### config.mk
export PLATFORM = sky130hd
export DESIGN_NAME = sbmm_ctrl
export DESIGN_NICKNAME = d
export VERILOG_FILES = /design/src/rtl/sbmm_pkg.sv /design/src/rtl/sbmm_ctrl.sv
export SDC_FILE = /design/constraint.sdc
export NUM_CORES = 1
export LEC_CHECK = 0
export BUFFER_PORTS_ARGS = -buffer_cell sky130_fd_sc_hd__buf_2
export CELL_PAD_IN_SITES_DETAIL_PLACEMENT = 1
export CELL_PAD_IN_SITES_GLOBAL_PLACEMENT = 1
export CORE_AREA = 2 2 39 41
export CTS_CLUSTER_SIZE = 30
export DETAILED_ROUTE_END_ITERATION = 10
export DIE_AREA = 0 0 41 43
export PLACE_DENSITY = 0.43
export SKIP_LAST_GASP = 1
export SLEW_MARGIN = 5
export SYNTH_ARGS = -nofsm -noshare
export SYNTH_HDL_FRONTEND = slang
export SYNTH_SLANG_ARGS = --single-unit
### constraint.sdc
create_clock -name clk_i -period 0.99 [get_ports clk_i]
set_input_delay 0.0495 -clock clk_i [delete_from_list [all_inputs] [get_ports clk_i]]
set_output_delay 0.0495 -clock clk_i [all_outputs]
set_load 0.01 [all_outputs]
### src/rtl/sbmm_pkg.sv
`timescale 1ns / 1ps
// ----------------------------------------------------------------------------
// sbmm_pkg
// Types and constants of the snooping bus main memory responder.
// ----------------------------------------------------------------------------
package sbmm_pkg;

  localparam int AddrBits   = 20;
  localparam int StoreDepth = 1 << AddrBits;

  localparam logic [2:0] MemOriginId = 3'd4;

  // configuration register map
  localparam int          PAddrW          = 3;
  localparam logic        RegIdxWaitCycles = 1'b0;
  localparam logic [7:0]  WaitCyclesReset  = 8'd16;

  typedef enum logic [1:0] {
    FUNC_NONE   = 2'd0,
    FUNC_BUSRD  = 2'd1,
    FUNC_BUSRDX = 2'd2,
    FUNC_FLUSH  = 2'd3
  } func_e;

  typedef enum logic [1:0] {
    ST_CLEAR,
    ST_IDLE,
    ST_RESP
  } state_e;

  typedef struct packed {
    logic [1:0]  func;
    logic [2:0]  origin_id;
    logic [19:0] word_addr;
    logic [31:0] word_data;
    logic [2:0]  caller_id;
    logic        bus_already_driven;
  } req_t;

  typedef struct packed {
    logic        flush_valid;
    logic [19:0] flush_address;
    logic [31:0] flush_data;
    logic        read_pending;
  } rsp_t;

  // controller to datapath
  typedef struct packed {
    logic clr_step;
    logic accept;
    logic load_out;
  } cmd_t;

  // datapath to controller
  typedef struct packed {
    logic clr_last;
    logic out_valid;
  } status_t;

endpackage

### src/rtl/sbmm_ctrl.sv
`timescale 1ns / 1ps
// ----------------------------------------------------------------------------
// sbmm_ctrl
// Sequencer: store clearing sweep, transaction accept, result hand-off.
// ----------------------------------------------------------------------------
module sbmm_ctrl
  import sbmm_pkg::*;
(
  input  logic    clk_i,
  input  logic    rst_ni,
  input  logic    req_valid_i,
  output logic    req_ready_o,
  input  logic    rsp_ready_i,
  input  status_t status_i,
  output cmd_t    cmd_o
);

  state_e state_q, state_d;

  always_ff @(posedge clk_i or negedge rst_ni) begin
    if (!rst_ni) begin
      state_q <= ST_CLEAR;
    end else begin
      state_q <= state_d;
    end
  end

  always_comb begin
    state_d     = state_q;
    req_ready_o = 1'b0;
    cmd_o       = '0;
    unique case (state_q)
      ST_CLEAR: begin
        cmd_o.clr_step = 1'b1;
        if (status_i.clr_last) begin
          state_d = ST_IDLE;
        end
      end
      ST_IDLE: begin
        req_ready_o  = 1'b1;
        cmd_o.accept = req_valid_i;
        if (req_valid_i) begin
          state_d = ST_RESP;
        end
      end
      ST_RESP: begin
        // output register is free or being emptied this cycle
        if (!status_i.out_valid || rsp_ready_i) begin
          cmd_o.load_out = 1'b1;
          state_d        = ST_IDLE;
        end
      end
      default: begin
        state_d = ST_CLEAR;
      end
    endcase
  end

endmodule

==> impl_metrics.py, run 1 <==
metrics = {
    "cts": {
        "cts_max_path_buffers": 2,
        "cts_sinks": 2,
        "htreeDepth": 1,
        "clk_pin_slew_ps": 30,
        "clockRootBuffer": "clkbuf_4",
        "cts_tree": "yes",
        "cts_inserted_buffers": 3,
        "worstSkewPairLatency_ps": 230,
    },
    "worst_setup_path": {
        "path_class": "flop to output pin",
        "crit_path_end_kind": "output pin",
        "start_kind": "flop",
        "critPathTopFamily": "flip-flops",
        "cp.arrival_ps": 1020,
        "crit_path_cell_trace": "nand2b_4, nor2_1, buf_2",
        "cp_slowest_stage_delay_ps": 430,
        "worst_path_max_delay_cell": "dfrtp_2",
        "critPathRequiredTime_ps": 940,
        "critPathBufInv": 1,
        "worst-path-max-fanout": 5,
    },
    "layout": {
        "reg_top3": "state_q: 2 flops",
        "syn2layout_area_growth_pct": 120.0,
        "fin_area_um2": 275.3,
        "fin_nets": 39,
        "largest_reg_flops": 2,
        "drive_gt1_share_pct": 70.97,
        "top_register": "state_q",
        "final_common_cell": "buf_2",
        "post-route-util_pct": 19.89,
        "final_cell_mix": "buf_2, nor2_1, clkbuf_4, buf_4",
        "diodes": 0,
    },
    "die": {
        "die_h_um": 43,
        "ioPinCount": 10,
        "row_count": 14,
        "die_w_um": 41,
        "fp.dieArea_um2": 1763,
        "core_area_um2": 1384,
        "initial_core_util_pct": 9.042,
    },
    "run": {
        "drv_cap": 0,
    },
    "sta": {
        "period_needed_ps": 1067,
        "finalSetupViolCount": 4,
        "hold_viol_final": 0,
        "rsz0062_at_grt": "true",
        "fmax_mhz": 936.9,
        "timing.final.crit_share_pct": 107.8,
        "relSlewSlack_pct": 85.40,
        "slew_violations": 0,
        "whs_ps": 40.23,
        "setup_slack_ps": -77.39,
        "clock_skew_ps": 2.161,
        "worstMarginPinSlew_ps": 218.3,
    },
    "global_routing": {
        "grt-busiest-layer": "met2",
        "antenna_found_initial": 0,
        "grt_pass1_wl_um": 759,
        "grtUsageMet1_pct": 8.065,
        "grtUsageMet2_pct": 8.125,
        "grt_util_met3_pct": 6.806,
        "grt_max_degree": 7,
        "grt_use_total_pct": 7.337,
        "overflow": 0,
        "grt_pass1_vias": 195,
    },
    "place": {
        "place_congestion": 0.6703,
        "dp_slack_ps": 64.05,
        "post_dp_cell_area_um2": 190.2,
        "numPortBuffers": 9,
        "place_hpwl_um": 300.3,
    },
    "yosys": {
        "synth.cell_area_um2": 125.1,
        "syn_nets": 20,
        "avgSynthCellArea_um2": 8.937,
        "syn_inst": 14,
        "synth.yosys.seq_area_share_pct": 40.00,
        "ys_types": 10,
        "ys_ff_latch": 2,
        "ys_warn_count": 0,
    },
    "pwr": {
        "p_leak_uw": 0.0001392,
        "power_density_nw_per_um2": 2921,
        "vdd_drop_max_mv": 0.5509,
    },
    "drt": {
        "ant_nets": 0,
        "drt_iter0_markers": 0,
        "drt-total-wl_um": 465,
        "wire_per_inst_um": 9.894,
        "viasPerCell": 3.638,
        "drc": 0,
        "drtPass1Iterations": 1,
        "vias": 171,
    },
    "outcome": {
        "violations": "setup timing",
        "status": "finished, violations left",
    },
    "hold_path": {
        "hp-class": "primary input to flop",
    },
}
kinds of logic after synthesis:
kind of cell	after synthesis	share of synthesized area [%]
buf+inv	1	2.997
flops	2	40.00
compound gates	2	20.00
simple gates	9	37.00
repair_timing:
action,in CTS,in global routing
endpoints found under the setup margin,3,6
endpoints found under the hold margin,2,0
setup buffers,3,1
pin swaps,0,1
gates resized for setup,3,4
hold buffers,1,0
final cells by class:
class,instances,area (um2)
Clock buffer,3,22.52
Fill cell,167,1109
Inverter,1,3.754
Multi-Input combinational cell,11,81.33
Sequential cell,2,52.55
Tap cell,16,20.02
Timing Repair Buffer,14,95.09
metrics by stage:
stage,TNS [ps],total power (uW),instances
2_1_floorplan,0,316.3,14
3_3_place_gp,0,408.5,39
3_5_place_dp,0,420.9,39
4_1_cts,-231.5,752.4,46
5_1_grt,-479.0,864.0,47
6_report,-227.1,804.0,47
worst paths after layout:
check                      cells past startpoint  slack (ps)                    from                      to
max                                            3         -80  state_q[0]$_DFFE_PN0P_                cmd_o[0]
min                                            2          40             rsp_ready_i  state_q[1]$_DFFE_PN0P_
max reg2reg                                    3         -20  state_q[0]$_DFFE_PN0P_  state_q[0]$_DFFE_PN0P_
min reg2reg                                    1         580  state_q[1]$_DFFE_PN0P_  state_q[0]$_DFFE_PN0P_
max in group asynchronous                      2         740                  rst_ni  state_q[0]$_DFFE_PN0P_
min in group asynchronous                      2         140                  rst_ni  state_q[1]$_DFFE_PN0P_
routing by layer:
layer	share of wire [%]	routed length, um
met2	39	180
met5	0	0
met3	16	76
met1	41	192
met4	3.4	16
cell usage after synthesis (all sizes together):
cell / instances / area share (%)
and2: 1 / 5.0
and2b: 1 / 7.0
dfrtp: 2 / 40
inv: 1 / 3.0
nand2: 1 / 3.0
nand2b: 1 / 5.0
nor2: 4 / 12
nor2b: 1 / 5.0
o32ai: 2 / 20
power by group:
part / internal, uW / switching, uW / total [uW] / leakage, uW
clock: 134 / 54.1 / 188 / 0.0000138
sequential: 126 / 68.6 / 195 / 0.0000224
combinational: 270 / 151 / 421 / 0.000103
No activity file was read; power rests on OpenSTA's default activity.
==> run 2, diff against run 1 <==
- BUFFER_PORTS_ARGS: -buffer_cell sky130_fd_sc_hd__buf_2 -> -buffer_cell sky130_fd_sc_hd__clkbuf_2
- PLACE_DENSITY: 0.43 -> 0.44
- clock period: 0.99 -> 0.87 ns (I/O delays scaled with it)
==> run 2 against run 1 <==
  * Clock power increased by 11%
  * Final area decreased by 6.8%
  * Sequential share of layout area increased by 1.4 points
  * Count of clock-buffer cells in the layout unchanged
  * The run still ends with setup timing left
  * Critical path depth decreased by 1
  * Final cell count decreased by 4.3%
  * Critical endpoint is now req_ready_o
  * Register-to-register slack got worse by 100 ps
  * Highest routed layer is now met3
  * Critical path type unchanged
  * Sequential power increased by 11%
  * Die area unchanged
==> impl_metrics.py, run 2 (synthesis results as in run 1) <==
metrics = {
    "outcome": {
        "status": "finished, violations left",
        "violations": "setup timing",
    },
    "worst_setup_path": {
        "worst_path_max_delay_cell": "dfrtp_2",
        "critPathLaunch": "state_q[1]$_DFFE_PN0P_",
        "cp_slowest_stage_delay_ps": 430,
        "crit_path_end_kind": "output pin",
        "critPathRequiredTime_ps": 830,
        "crit_path_cell_trace": "and2b_2, buf_6",
        "worst-path-max-fanout": 6,
        "critPathTopFamily": "flip-flops",
        "r2r-start": "state_q[0]$_DFFE_PN0P_",
        "path_class": "flop to output pin",
        "start_kind": "flop",
        "r2r_slack_ps": -120,
        "cp.arrival_ps": 1010,
        "critPathBufInv": 1,
    },
    "layout": {
        "multi_input_comb_area_um2": 81.33,
        "fin_nets": 37,
        "reg_top3": "state_q: 2 flops",
        "final_common_cell": "clkbuf_2",
        "fill_cells": 164,
        "final_cell_mix": "clkbuf_2, nor2_1, clkbuf_4",
        "drive_gt1_share_pct": 68.97,
        "largest_reg_flops": 2,
        "syn2layout_area_growth_pct": 105.0,
        "top_register": "state_q",
        "diodes": 0,
        "ff_latch_area_um2": 52.55,
        "fin_area_um2": 256.5,
    },
    "die": {
        "row_count": 14,
        "initial_core_util_pct": 9.042,
        "die_w_um": 41,
        "die_h_um": 43,
        "core_area_um2": 1384,
        "fp.dieArea_um2": 1763,
        "ioPinCount": 10,
    },
    "sta": {
        "clock_skew_ps": 0.4843,
        "hold_viol_final": 0,
        "period_needed_ps": 1056,
        "tns_ps": -783.7,
        "rsz0062_at_grt": "true",
        "fmax_mhz": 946.6,
        "setup_slack_ps": -186.4,
        "worstMarginPinSlew_ps": 225.2,
        "finalSetupViolCount": 6,
        "slew_violations": 0,
        "relSlewSlack_pct": 84.94,
        "timing.final.crit_share_pct": 121.4,
    },
    "pwr": {
        "vdd_drop_max_mv": 0.7013,
        "p_leak_uw": 0.0001266,
        "power_density_nw_per_um2": 3201,
    },
    "cts": {
        "cts_tree": "yes",
        "htreeDepth": 1,
        "worstSkewPairLatency_ps": 220,
        "clockRootBuffer": "clkbuf_4",
        "cts_sinks": 2,
        "cts_inserted_buffers": 3,
        "cts_max_path_buffers": 2,
        "clk_pin_slew_ps": 30,
    },
    "global_routing": {
        "grt-busiest-layer": "met2",
        "antenna_found_initial": 0,
        "grt_pass1_vias": 171,
        "grt_max_degree": 7,
        "overflow": 0,
        "grtUsageMet2_pct": 7.187,
        "grt_pass1_wl_um": 648,
        "grt_use_total_pct": 6.231,
        "grt_util_met3_pct": 4.712,
        "grtUsageMet1_pct": 6.774,
    },
    "hold_path": {
        "hp-class": "primary input to flop",
        "hp-start": "rsp_ready_i",
    },
    "run": {
        "drv_cap": 0,
    },
    "drt": {
        "ant_nets": 0,
        "drt-total-wl_um": 426,
        "drt_iter0_markers": 1,
        "viasPerCell": 3.489,
        "drc": 0,
        "drtPass1Iterations": 2,
        "wire_per_inst_um": 9.467,
        "vias": 157,
    },
    "place": {
        "post_dp_cell_area_um2": 190.2,
        "numPortBuffers": 9,
        "place_congestion": 0.6885,
        "dp_slack_ps": -56.48,
    },
}
run 2: metal layers:
layer / share of wire, % / up-vias
li1: - / 80
met1: 52 / 67
met2: 36 / 10
met3: 11 / 0
met4: 0 / 0
met5: 0 / -
run 2: cell type report:
type / instances / area share, %
clock buffers: 3 / 8.780
inverters: 1 / 1.463
multi-input cells: 11 / 31.71
flip-flops and latches: 2 / 20.49
well taps: 16 / 7.805
repair buffers: 12 / 29.76
run 2: report_power, final:
group | total, uW | switching (uW) | internal [uW]
logic | 395 | 158 | 237
registers | 217 | 73.8 | 143
clock network | 209 | 56.4 | 153
total | 821 | 288 | 533
run 2: what timing repair did:
item	CTS	global route
pin swaps	1	1
gates resized for setup	2	5
hold endpoints to repair	2	0
setup endpoints to repair	6	6
buffers inserted	2	0
hold buffers	1	0
run 2: metrics by stage:
stage	cells	power (uW)	util, %	hold slack, ps
finish	45	821.0	18.54	41.14
global route	45	886.5	18.54	52.20
global placement	39	466.1	13.74	-168.2
detailed placement	39	476.6	13.74	-166.6
CTS	45	779.8	17.81	33.67
floorplan	14	359.9	-	-252.1
run 2: path summary, 6_finish.rpt:
path,depth (start not counted),endpoint
max,2,req_ready_o
min,2,state_q[1]$_DFFE_PN0P_
max reg2reg,3,state_q[1]$_DFFE_PN0P_
min reg2reg,1,state_q[0]$_DFFE_PN0P_
max in group asynchronous,2,state_q[1]$_DFFE_PN0P_
min in group asynchronous,2,state_q[0]$_DFFE_PN0P_
run 2: worst register-to-register path, stage by stage (launching register included):
cell      delay, ps
dfrtp_2         420
nand2b_4        160
buf_4           140
o32ai_2         180
==> run 3, diff against run 2 <==
==> constraint.sdc (replaced) <==
create_clock -name clk_i -period 0.87 [get_ports clk_i]
set_input_delay 0.0435 -clock clk_i [delete_from_list [all_inputs] [get_ports clk_i]]
set_output_delay 0.0435 -clock clk_i [all_outputs]
set_load 0.1 [all_outputs]
==> run 3 against run 2 <==
  * The run still ends with setup timing left
  * Sequential share of layout area shrank 6.2 points
  * Count of clock-buffer cells in the layout grew 1
  * Global-route usage shrank 0.40 points
  * Largest cell class is now non-clock buffers
  * Critical endpoint unchanged
  * Core utilization grew 8.0 points
  * Final area grew 43%
==> impl_metrics.py, run 3 (synthesis results as in run 1) <==
metrics = {
    "outcome": {
        "status": "finished, violations left",
        "violations": "setup timing",
    },
    "layout": {
        "fill_cells": 164,
        "syn2layout_area_growth_pct": 194.0,
        "reg_top3": "state_q: 2 flops",
        "largest_reg_flops": 2,
        "final_cell_mix": "clkbuf_2, buf_12, nor2_4, clkbuf_4",
        "diodes": 0,
        "fin_nets": 39,
        "drive_gt1_share_pct": 78.13,
        "top_register": "state_q",
    },
    "global_routing": {
        "grt_use_total_pct": 5.829,
        "grtUsageMet2_pct": 8.125,
        "grt_max_degree": 7,
        "grt_pass1_vias": 174,
        "grtUsageMet1_pct": 5.484,
        "overflow": 0,
        "grt-busiest-layer": "met2",
        "antenna_found_initial": 0,
        "grt_pass1_wl_um": 641,
        "grt_util_met3_pct": 3.141,
    },
    "cts": {
        "cts_tree": "yes",
        "clk_pin_slew_ps": 30,
        "worstSkewPairLatency_ps": 230,
        "cts_max_path_buffers": 2,
        "clockRootBuffer": "clkbuf_4",
        "cts_sinks": 2,
        "htreeDepth": 1,
        "cts_inserted_buffers": 3,
    },
    "sta": {
        "clock_skew_ps": 5.173,
        "relSlewSlack_pct": 82.05,
        "worstMarginPinSlew_ps": 268.8,
        "tns_ps": -1404,
        "slew_violations": 0,
        "finalSetupViolCount": 6,
        "period_needed_ps": 1152,
        "fmax_mhz": 868.3,
        "hold_viol_final": 0,
        "timing.final.crit_share_pct": 132.4,
        "setup_slack_ps": -281.7,
        "rsz0062_at_grt": "true",
    },
    "die": {
        "fp.dieArea_um2": 1763,
        "initial_core_util_pct": 9.042,
        "die_w_um": 41,
        "die_h_um": 43,
        "ioPinCount": 10,
        "row_count": 14,
        "core_area_um2": 1384,
    },
    "drt": {
        "drt_iter0_markers": 1,
        "ant_nets": 0,
        "viasPerCell": 3.583,
        "wire_per_inst_um": 10.75,
        "drc": 0,
        "vias": 172,
        "drt-total-wl_um": 516,
        "drtPass1Iterations": 4,
    },
    "hold_path": {
        "hp-class": "primary input to flop",
    },
    "place": {
        "numPortBuffers": 9,
        "place_congestion": 0.6644,
    },
    "worst_setup_path": {
        "worst-path-max-fanout": 5,
        "r2r_slack_ps": -190,
        "cp.arrival_ps": 1110,
        "critPathRequiredTime_ps": 830,
        "crit_path_end_kind": "output pin",
        "worst_path_max_delay_cell": "dfrtp_2",
        "crit_path_cell_trace": "and2b_2, buf_12",
        "cp_slowest_stage_delay_ps": 450,
        "start_kind": "flop",
        "path_class": "flop to output pin",
    },
    "run": {
        "drv_cap": 0,
    },
}
-- run 3: changes by cell type in the layout (fill, tap and decap cells not counted), moves of 2 or more --
cell      previous run  this run
nor2_4               0         3
clkbuf_2             7         5
nor2_1               3         1
buf_12               0         5
-- run 3: metrics by stage --
stage | setup slack (ps) | cell area [um2] | hold slack [ps] | cells | util, %
3_5_place_dp | -121.1 | 289.0 | -168.9 | 40 | 20.89
3_3_place_gp | -90.46 | 289.0 | -170.7 | 40 | 20.89
2_1_floorplan | -264.5 | 156.4 | -252.1 | 14 | -
5_1_grt | -316.0 | 367.9 | 62.85 | 48 | 26.58
6_report | -281.7 | 367.9 | 64.32 | 48 | 26.58
4_1_cts | -333.0 | 340.3 | 40.58 | 46 | 24.59
-- run 3: worst paths after layout --
kind / start / endpoint / depth (start not counted)
min reg2reg: state_q[1]$_DFFE_PN0P_ / state_q[0]$_DFFE_PN0P_ / 1
max in group asynchronous: rst_ni / state_q[0]$_DFFE_PN0P_ / 2
max reg2reg: state_q[0]$_DFFE_PN0P_ / state_q[1]$_DFFE_PN0P_ / 3
min in group asynchronous: rst_ni / state_q[1]$_DFFE_PN0P_ / 2
max: state_q[1]$_DFFE_PN0P_ / req_ready_o / 2
min: rsp_ready_i / state_q[1]$_DFFE_PN0P_ / 2
-- run 3: layer usage --
metal	up-vias	wire (um)
met2	10	285
met1	79	170
met4	0	0
li1	83	-
met5	-	0
met3	0	61
-- run 3: layout make-up --
type	count	area, um2	share of cell area (%)
Clock buffer	4	26.28	7.143
Multi-Input combinational cell	11	103.9	28.23
Timing Repair Buffer	14	161.4	43.88
Sequential cell	2	52.55	14.29
Tap cell	16	20.02	5.442
Inverter	1	3.754	1.020
-- run 3: worst max-delay path: cells and delay by family (launching register included) --
kind,cells,cell delay (ps)
flops,1,450
simple gates,1,260
buf+inv,1,170
-- run 3: repair_timing --
| item | CTS | global route |
|---|---|---|
| setup buffers | 1 | 2 |
| pin swaps | 2 | 1 |
| hold endpoints to repair | 2 | 0 |
| gates resized for setup | 3 | 0 |
| endpoints found under the setup margin | 6 | 6 |
| hold buffers | 1 | 0 |
Power of run 3 is not shown: default switching activity piles up to over one toggle a cycle in this logic, so the estimate is an artifact.
